## config.mk

```make
export PLATFORM = sky130hd
export DESIGN_NAME = point_cloud_bounds_and_centroid
export DESIGN_NICKNAME = d
export VERILOG_FILES = /design/src/rtl/core/pcb_pkg.sv /design/src/rtl/core/point_cloud_bounds_and_centroid.sv
export VERILOG_INCLUDE_DIRS = /design/src /design/src/rtl/core
export SDC_FILE = /design/constraint.sdc
export NUM_CORES = 1
export LEC_CHECK = 0
export ABC_AREA = 1
export BUFFER_PORTS_ARGS = -buffer_cell sky130_fd_sc_hd__buf_2
export CORE_MARGIN = 10
export CORE_UTILIZATION = 40
export CTS_CLUSTER_SIZE = 30
export DETAILED_ROUTE_END_ITERATION = 12
export GPL_TIMING_DRIVEN = 0
export PLACE_DENSITY_LB_ADDON = 0.3
export SYNTH_ARGS = -nofsm -noshare
export SYNTH_HDL_FRONTEND = slang
export SYNTH_SLANG_ARGS = --single-unit
export TNS_END_PERCENT = 10
```

## constraint.sdc

```tcl
create_clock -name clk -period 62.7 [get_ports clk]
set_clock_uncertainty 0.2 [all_clocks]
set_input_delay 15.675 -clock clk [delete_from_list [all_inputs] [get_ports clk]]
set_output_delay 15.675 -clock clk [all_outputs]
set_load 0.005 [all_outputs]
```

## src/rtl/core/point_cloud_bounds_and_centroid_macros.svh

```systemverilog
// ----------------------------------------------------------------------------
// point_cloud_bounds_and_centroid_macros
// Assertion macros shared by the point cloud bounds block.
// ----------------------------------------------------------------------------
`ifndef POINT_CLOUD_BOUNDS_AND_CENTROID_MACROS_SVH
`define POINT_CLOUD_BOUNDS_AND_CENTROID_MACROS_SVH

// Check a condition at every clock edge outside reset
`define PCB_ASSERT_ALWAYS(lbl, expr, msg) \
  lbl: assert property (@(posedge clk) disable iff (rst) (expr)) else $error(msg);

// Check that a condition is followed by another in the next cycle
`define PCB_ASSERT_NEXT(lbl, ante, cons, msg) \
  lbl: assert property (@(posedge clk) disable iff (rst) (ante) |=> (cons)) else $error(msg);

// Check that a condition implies another in the same cycle
`define PCB_ASSERT_SAME(lbl, ante, cons, msg) \
  lbl: assert property (@(posedge clk) disable iff (rst) (ante) |-> (cons)) else $error(msg);

`endif

```

## src/rtl/core/pcb_pkg.sv

```systemverilog
// ----------------------------------------------------------------------------
// pcb_pkg
// Types, widths and helpers for the point cloud bounds and centroid block.
// ----------------------------------------------------------------------------
package pcb_pkg;

  // Point limit per cloud and the widths that follow from it
  localparam int MAX_POINTS = 1048576;
  localparam int CNT_W      = $clog2(MAX_POINTS + 1);
  localparam int SUM_W      = 32 + $clog2(MAX_POINTS);
  localparam int UNIT_W     = SUM_W + 1;
  localparam int DQ_W       = SUM_W - 1;
  localparam int STEP_W     = $clog2(SUM_W);

  // Input word: one point
  typedef struct packed {
    logic signed [31:0] pos_x;
    logic signed [31:0] pos_y;
    logic signed [31:0] pos_z;
    logic        [15:0] intensity;
    logic               last_point;
  } pcb_pt_t;

  // Output word: box, centre and overflow flag of one cloud
  typedef struct packed {
    logic signed [31:0] low_x;
    logic signed [31:0] low_y;
    logic signed [31:0] low_z;
    logic        [15:0] low_intensity;
    logic signed [31:0] high_x;
    logic signed [31:0] high_y;
    logic signed [31:0] high_z;
    logic        [15:0] high_intensity;
    logic signed [31:0] centre_x;
    logic signed [31:0] centre_y;
    logic signed [31:0] centre_z;
    logic               too_many_points;
  } pcb_res_t;

  // Sequencer states
  typedef enum logic [2:0] {
    ST_IDLE,
    ST_MINMAX,
    ST_SUM,
    ST_DIV_LOAD,
    ST_DIV,
    ST_DIV_STORE,
    ST_DONE
  } pcb_state_t;

  // Sign-extend a coordinate to the shared unit width
  function automatic logic [UNIT_W-1:0] sext_coord(input logic [31:0] v);
    return {{(UNIT_W-32){v[31]}}, v};
  endfunction

  // Zero-extend an intensity to the shared unit width
  function automatic logic [UNIT_W-1:0] zext_int(input logic [15:0] v);
    return {{(UNIT_W-16){1'b0}}, v};
  endfunction

  // Sign-extend a running sum to the shared unit width
  function automatic logic [UNIT_W-1:0] sext_sum(input logic [SUM_W-1:0] v);
    return {{(UNIT_W-SUM_W){v[SUM_W-1]}}, v};
  endfunction

endpackage

```

## src/rtl/core/point_cloud_bounds_and_centroid.sv

```systemverilog
// Flow: a point is accepted in the idle state, then takes eight compare steps
// and three sum steps on the single shared adder before the next ready.
// A last point adds the three bit-serial mean divisions on the same adder,
// plus any wait for a free output register. Reset (rst, synchronous) clears
// the sums, count and flags.
// ----------------------------------------------------------------------------
// point_cloud_bounds_and_centroid
// Running bounding box, coordinate sums and point count over a point cloud;
// on the last point, returns the box and the floor of each coordinate mean.
// ----------------------------------------------------------------------------
`include "point_cloud_bounds_and_centroid_macros.svh"

module point_cloud_bounds_and_centroid import pcb_pkg::*; (
  input  logic     clk,
  input  logic     rst,
  input  logic     pt_valid,
  output logic     pt_ready,
  input  pcb_pt_t  pt,
  output logic     res_valid,
  input  logic     res_ready,
  output pcb_res_t res
);

  localparam logic [STEP_W-1:0] MM_LAST  = STEP_W'(7);
  localparam logic [STEP_W-1:0] SUM_LAST = STEP_W'(2);
  localparam logic [STEP_W-1:0] DIV_LAST = STEP_W'(DQ_W - 1);
  localparam logic [1:0]        AXIS_Z   = 2'd2;

  pcb_state_t state, state_next;
  logic [STEP_W-1:0] step;
  logic [1:0]        axis;

  pcb_pt_t pt_q;
  logic    have_point;

  logic signed [31:0] run_min_x, run_min_y, run_min_z;
  logic signed [31:0] run_max_x, run_max_y, run_max_z;
  logic        [15:0] run_min_intensity, run_max_intensity;
  logic [SUM_W-1:0]   sum_x, sum_y, sum_z;
  logic [CNT_W-1:0]   point_count;
  logic               overflow_seen;

  logic [DQ_W-1:0]    dq;
  logic [CNT_W-1:0]   rem;
  logic               div_neg;
  logic [CNT_W:0]     div_in;
  logic [31:0]        cen_x, cen_y, cen_z;
  logic [31:0]        quot;

  logic [UNIT_W-1:0]  unit_a, unit_b, unit_res;
  logic               unit_sub;
  logic [UNIT_W-1:0]  cur_v, lo_v, hi_v, sum_v, coord_v;
  logic [SUM_W-1:0]   div_src;
  logic               take, fits, room, out_free, accept;

  // Handshake terms
  assign accept   = pt_valid && pt_ready;
  assign out_free = !res_valid || res_ready;
  assign room     = point_count < CNT_W'(MAX_POINTS);

  // Shared adder: add, or subtract with the sign as the borrow flag
  assign unit_res = unit_a + (unit_sub ? ~unit_b : unit_b) + UNIT_W'(unit_sub);
  assign take     = !have_point || unit_res[UNIT_W-1];
  assign fits     = !unit_res[UNIT_W-1];
  assign div_in   = {rem, dq[DQ_W-1]};
  assign quot     = div_neg ? ~32'(dq) : 32'(dq);

  // Select the field under test and its running bounds
  always_comb begin
    cur_v = '0;
    lo_v  = '0;
    hi_v  = '0;
    case (step[2:1])
      2'd0: begin
        cur_v = sext_coord(pt_q.pos_x);
        lo_v  = sext_coord(run_min_x);
        hi_v  = sext_coord(run_max_x);
      end
      2'd1: begin
        cur_v = sext_coord(pt_q.pos_y);
        lo_v  = sext_coord(run_min_y);
        hi_v  = sext_coord(run_max_y);
      end
      2'd2: begin
        cur_v = sext_coord(pt_q.pos_z);
        lo_v  = sext_coord(run_min_z);
        hi_v  = sext_coord(run_max_z);
      end
      default: begin
        cur_v = zext_int(pt_q.intensity);
        lo_v  = zext_int(run_min_intensity);
        hi_v  = zext_int(run_max_intensity);
      end
    endcase
  end

  // Select the sum and coordinate of the current axis
  always_comb begin
    sum_v   = sext_sum(sum_x);
    coord_v = sext_coord(pt_q.pos_x);
    case (step[1:0])
      2'd0: begin
        sum_v   = sext_sum(sum_x);
        coord_v = sext_coord(pt_q.pos_x);
      end
      2'd1: begin
        sum_v   = sext_sum(sum_y);
        coord_v = sext_coord(pt_q.pos_y);
      end
      default: begin
        sum_v   = sext_sum(sum_z);
        coord_v = sext_coord(pt_q.pos_z);
      end
    endcase
  end

  // Select the dividend of the current axis
  always_comb begin
    case (axis)
      2'd0:    div_src = sum_x;
      2'd1:    div_src = sum_y;
      default: div_src = sum_z;
    endcase
  end

  // Next state
  always_comb begin
    state_next = state;
    case (state)
      ST_IDLE:      if (pt_valid) state_next = ST_MINMAX;
      ST_MINMAX:    if (step == MM_LAST) state_next = ST_SUM;
      ST_SUM: begin
        if (step == SUM_LAST) state_next = pt_q.last_point ? ST_DIV_LOAD : ST_IDLE;
      end
      ST_DIV_LOAD:  state_next = ST_DIV;
      ST_DIV:       if (step == DIV_LAST) state_next = ST_DIV_STORE;
      ST_DIV_STORE: state_next = (axis == AXIS_Z) ? ST_DONE : ST_DIV_LOAD;
      ST_DONE:      if (out_free) state_next = ST_IDLE;
      default:      state_next = ST_IDLE;
    endcase
  end

  // Outputs of the sequencer: ready and shared adder operands
  always_comb begin
    pt_ready = 1'b0;
    unit_a   = '0;
    unit_b   = '0;
    unit_sub = 1'b1;
    case (state)
      ST_IDLE: pt_ready = 1'b1;
      ST_MINMAX: begin
        unit_a = step[0] ? hi_v : cur_v;
        unit_b = step[0] ? cur_v : lo_v;
      end
      ST_SUM: begin
        unit_a   = sum_v;
        unit_b   = coord_v;
        unit_sub = 1'b0;
      end
      ST_DIV: begin
        unit_a = UNIT_W'(div_in);
        unit_b = UNIT_W'(point_count);
      end
      default: pt_ready = 1'b0;
    endcase
  end

  // Control registers
  always_ff @(posedge clk) begin
    if (rst) begin
      state         <= ST_IDLE;
      step          <= '0;
      axis          <= '0;
      have_point    <= 1'b0;
      point_count   <= '0;
      overflow_seen <= 1'b0;
      sum_x         <= '0;
      sum_y         <= '0;
      sum_z         <= '0;
      res_valid     <= 1'b0;
    end else begin
      state <= state_next;
      step  <= (state_next != state) ? '0 : step + STEP_W'(1);

      // Advance the axis after each stored mean
      if (state == ST_DIV_STORE) begin
        axis <= (axis == AXIS_Z) ? 2'd0 : axis + 2'd1;
      end

      if (state == ST_MINMAX && step == MM_LAST) begin
        have_point <= 1'b1;
      end

      // Accumulate sums while the count has room, else flag the overflow
      if (state == ST_SUM) begin
        if (room) begin
          case (step[1:0])
            2'd0:    sum_x <= unit_res[SUM_W-1:0];
            2'd1:    sum_y <= unit_res[SUM_W-1:0];
            default: sum_z <= unit_res[SUM_W-1:0];
          endcase
        end
        if (step == SUM_LAST) begin
          if (room) point_count <= point_count + CNT_W'(1);
          else      overflow_seen <= 1'b1;
        end
      end

      // Hand the result over and clear the cloud
      if (state == ST_DONE && out_free) begin
        res_valid     <= 1'b1;
        have_point    <= 1'b0;
        point_count   <= '0;
        overflow_seen <= 1'b0;
        sum_x         <= '0;
        sum_y         <= '0;
        sum_z         <= '0;
      end else if (res_ready) begin
        res_valid <= 1'b0;
      end
    end
  end

  // Data path registers
  always_ff @(posedge clk) begin
    if (accept) pt_q <= pt;

    // Update a bound when the compare says so
    if (state == ST_MINMAX && take) begin
      case (step[2:0])
        3'd0:    run_min_x         <= pt_q.pos_x;
        3'd1:    run_max_x         <= pt_q.pos_x;
        3'd2:    run_min_y         <= pt_q.pos_y;
        3'd3:    run_max_y         <= pt_q.pos_y;
        3'd4:    run_min_z         <= pt_q.pos_z;
        3'd5:    run_max_z         <= pt_q.pos_z;
        3'd6:    run_min_intensity <= pt_q.intensity;
        default: run_max_intensity <= pt_q.intensity;
      endcase
    end

    // Load the magnitude form of the dividend: floor(s/c) = ~(~s / c) for s < 0
    if (state == ST_DIV_LOAD) begin
      div_neg <= div_src[SUM_W-1];
      dq      <= div_src[SUM_W-1] ? ~div_src[DQ_W-1:0] : div_src[DQ_W-1:0];
      rem     <= '0;
    end

    // One restoring division step per cycle
    if (state == ST_DIV) begin
      rem <= fits ? unit_res[CNT_W-1:0] : div_in[CNT_W-1:0];
      dq  <= {dq[DQ_W-2:0], fits};
    end

    // Store the mean of the finished axis
    if (state == ST_DIV_STORE) begin
      case (axis)
        2'd0:    cen_x <= quot;
        2'd1:    cen_y <= quot;
        default: cen_z <= quot;
      endcase
    end

    // Load the output word
    if (state == ST_DONE && out_free) begin
      res.low_x           <= run_min_x;
      res.low_y           <= run_min_y;
      res.low_z           <= run_min_z;
      res.low_intensity   <= run_min_intensity;
      res.high_x          <= run_max_x;
      res.high_y          <= run_max_y;
      res.high_z          <= run_max_z;
      res.high_intensity  <= run_max_intensity;
      res.centre_x        <= cen_x;
      res.centre_y        <= cen_y;
      res.centre_z        <= cen_z;
      res.too_many_points <= overflow_seen;
    end
  end

  // Checks on the sequencer and the divider
  `PCB_ASSERT_NEXT(a_accept_starts, accept, state == ST_MINMAX && step == '0, "accept did not start compare")
  `PCB_ASSERT_SAME(a_res_from_done, $rose(res_valid), $past(state) == ST_DONE, "result word loaded outside done")
  `PCB_ASSERT_SAME(a_overflow_full, overflow_seen, point_count == CNT_W'(MAX_POINTS), "overflow without full count")
  `PCB_ASSERT_SAME(a_rem_below_count, state == ST_DIV, rem < point_count, "division remainder not below count")

endmodule

```

==> impl_metrics.py <==
metrics = {
    "cts": {
        "post_cts_buffers": 0,
        "numCtsBuffers": 106,
        "cts_max_path_buffers": 3,
        "cts-root-buf": "clkbuf_16",
        "cts_resized": 0,
        "insertion_delay_ns": 0.72,
        "clock_sinks": 1018,
        "clk_pin_slew_ns": 0.06,
        "ctsHoldBuffers": 0,
        "cts_tree": "yes",
        "cts_max_level": 3,
    },
    "power": {
        "power.share.clock_pct": 38.7,
        "p_per_area_nw_per_um2": 31.8,
        "power.internal_mw": 1.16,
        "p_leak_nw": 19.7,
        "sw_frac_of_total_pct": 29.6,
        "p_switching_mw": 0.486,
        "peakVddDrop_mv": 0.0207,
        "seq_power_share_pct": 45.3,
        "combPwrFrac_pct": 16.0,
    },
    "grt": {
        "grt-ovfl-total": 0,
        "antenna_found_initial": 7,
        "grt_pass1_wl_um": 244000,
        "grt_pass1_vias": 33600,
        "grt_use_total_pct": 27.6,
        "grt_max_degree": 52,
    },
    "die": {
        "rows": 120,
        "dieArea_um2": 122000,
        "coreArea_um2": 108000,
        "start_util_pct": 40.4,
        "die_w_um": 350,
        "die_h_um": 350,
        "ios": 440,
    },
    "final_layout": {
        "antenna_cells": 0,
        "nets": 4725,
        "area_growth_pct": 18.8,
        "final_common_cell": "edfxtp_1",
        "nFillCells": 9924,
        "fin_cells": 6043,
        "mostFrequentLayoutCells": "827 x edfxtp_1, 587 x nand2_1, 453 x buf_2",
        "drive_above_1_share_pct": 15.5,
    },
    "hold_path": {
        "min_path_type": "register to register",
        "holdCritStartpoint": "cen_x[25]",
    },
    "worst_setup_path": {
        "cp-start-kind": "input port",
        "r2r-start": "step[0]",
        "cp_data_arrival_time_ns": 18.81,
        "endpoint_kind": "register",
        "cp_max_fo": 26,
        "critical_path_class": "input port to register",
        "required_ns": 63.11,
        "critPathLaunch": "res_ready",
    },
    "routing": {
        "first_pass_iters": 6,
        "wirelength_um": 175000,
        "ant_nets": 0,
        "wl_per_cell_um": 29.0,
        "viasPerCell": 5.77,
        "drc_errors": 0,
        "m1WireLength_um": 69500,
        "met2_length_um": 78500,
        "route.top_layer_used": "met5",
        "wl_met3_um": 18400,
        "vias": 34800,
        "drt_iter0_drc": 4910,
    },
    "timing": {
        "min_period_ns": 18.41,
        "finalSetupViolations": 0,
        "fin_crit_sh_pct": 29.4,
        "rsz0062_at_grt": "false",
        "worst_pin_slew_ns": 1.42,
        "slew_headroom_pct": 4.59,
        "fmax_ghz": 0.0543,
        "finalHoldViolations": 0,
        "hold_ws_ns": 0.212,
        "tns_ns": 0,
        "drv_slew": 0,
    },
    "yosys": {
        "yosysTopAreaCell": "edfxtp_1",
        "synth_edf_count": 827,
        "ys_ff_latch": 1018,
        "syn_avg_cell_area_um2": 11.0,
        "yosys.area.top_type_share_pct": 57.1,
        "netlist_top_cells_area": "edfxtp_1 57%, dfxtp_1 8.8%, nand2_1 5.1%",
        "synthFlopType": "edfxtp_1",
        "ys_warn_count": 0,
        "synth_nets": 4138,
        "yosysUniqueCellTypes": 59,
        "ys_async_sr_fraction_pct": 0,
        "ys_seq_area_share_pct": 65.9,
        "synth_area_um2": 43500,
        "syn_inst": 3963,
    },
    "flow_run": {
        "cap_violations": 0,
    },
    "placement": {
        "place_inst": 5844,
        "dp_hpwl_um": 135000,
        "io_buffers": 438,
        "routabilityCongestion": 1.04,
    },
    "run_status": {
        "status": "complete, no violations",
    },
}
## cells in the mapped netlist (6+ instances only)
| master | count |
|---|---|
| a211oi_1 | 22 |
| a21o_1 | 14 |
| a21oi_1 | 305 |
| a221oi_1 | 19 |
| a22o_1 | 18 |
| a22oi_1 | 32 |
| a311oi_1 | 6 |
| a31oi_1 | 18 |
| buf_1 | 28 |
| buf_2 | 15 |
| clkbuf_1 | 152 |
| dfxtp_1 | 191 |
| edfxtp_1 | 827 |
| ha_1 | 57 |
| inv_1 | 427 |
| inv_2 | 9 |
| nand2_1 | 587 |
| nand2_2 | 13 |
| nand3_1 | 154 |
| nand3b_1 | 6 |
| nand4_1 | 23 |
| nor2_1 | 323 |
| nor3_1 | 33 |
| o211ai_1 | 50 |
| o21a_1 | 13 |
| o21ai_0 | 308 |
| o21ai_1 | 12 |
| o21bai_1 | 10 |
| o221ai_1 | 53 |
| o22ai_1 | 41 |
| o31ai_1 | 19 |
| o32ai_1 | 13 |
| or2_2 | 8 |
| xnor2_1 | 17 |
| xor2_1 | 93 |
## cells by family after synthesis
group / count (synthesis) / synth area share, %
compound gates: 970 / 13.4
xor+xnor: 113 / 2.33
fa+ha+maj: 58 / 1.69
buf+inv: 638 / 5.60
flops: 1018 / 65.9
simple gates: 1166 / 11.1
## cell type report
type / instances / area, um^2 / share of cell area, %
Clock inverter: 72 / 716 / 1.39
Inverter: 439 / 1650 / 3.19
Buffer: 199 / 788 / 1.53
Multi-Input combinational cell: 2307 / 12500 / 24.1
Sequential cell: 1018 / 28700 / 55.5
Timing Repair Buffer: 479 / 2860 / 5.54
Tap cell: 1403 / 1760 / 3.40
Clock buffer: 126 / 2780 / 5.38
## routing by layer
| metal | vias to the layer above | GRT usage (%) |
|---|---|---|
| li1 | 15200 | - |
| met1 | 17100 | 36.1 |
| met2 | 2185 | 43.1 |
| met3 | 431 | 6.67 |
| met4 | 12 | 12.9 |
| met5 | - | 0 |
## power groups by stage
stage	registers, mW	logic [mW]	clock network (mW)
after floorplan	0.755	0.141	0
after global placement	0.760	0.248	0
after detailed placement	0.759	0.250	0
after CTS	0.744	0.251	0.643
after global routing	0.745	0.275	0.669
final	0.745	0.263	0.636
## worst max-delay path: stages
cell and delay, ns:
buf_2 0.10, nor2_1 0.32, nor2_4 0.16, buf_12 0.19, nor2_1 0.81, inv_2 0.19
clkbuf_1 0.38, clkbuf_1 0.59, nor3_1 0.36
## final timing paths
path	endpoint	slack, ns	cells past startpoint
hold / removal	res[90]	0.21	0
setup / recovery	point_count[0]	44.29	9
setup reg to reg	run_min_x[28]	51.25	27
hold reg to reg	res[90]	0.21	0
## registers in the layout, summed over array words and instances (netlist names), 21 cells and up
signal / count
cen_x: 32
sum_z: 52
point_count: 21
pt_q: 113
run_max_z: 32
run_max_x: 32
run_min_y: 32
rem: 21
dq: 51
cen_y: 32
sum_y: 52
run_max_y: 32
cen_z: 32
sum_x: 52
res: 321
run_min_x: 32
run_min_z: 32
## metrics by stage
stage	util (%)	setup slack, ns	area [um^2]	total power [mW]
2_1_floorplan	-	29.84	43500	0.896
3_3_place_gp	44.1	17.57	47400	1.01
3_5_place_dp	44.8	43.64	48200	1.01
4_1_cts	48.0	44.36	51700	1.64
5_1_grt	48.1	44.19	51700	1.69
6_report	48.1	44.29	51700	1.64
Power figures use the tool's default switching activity.
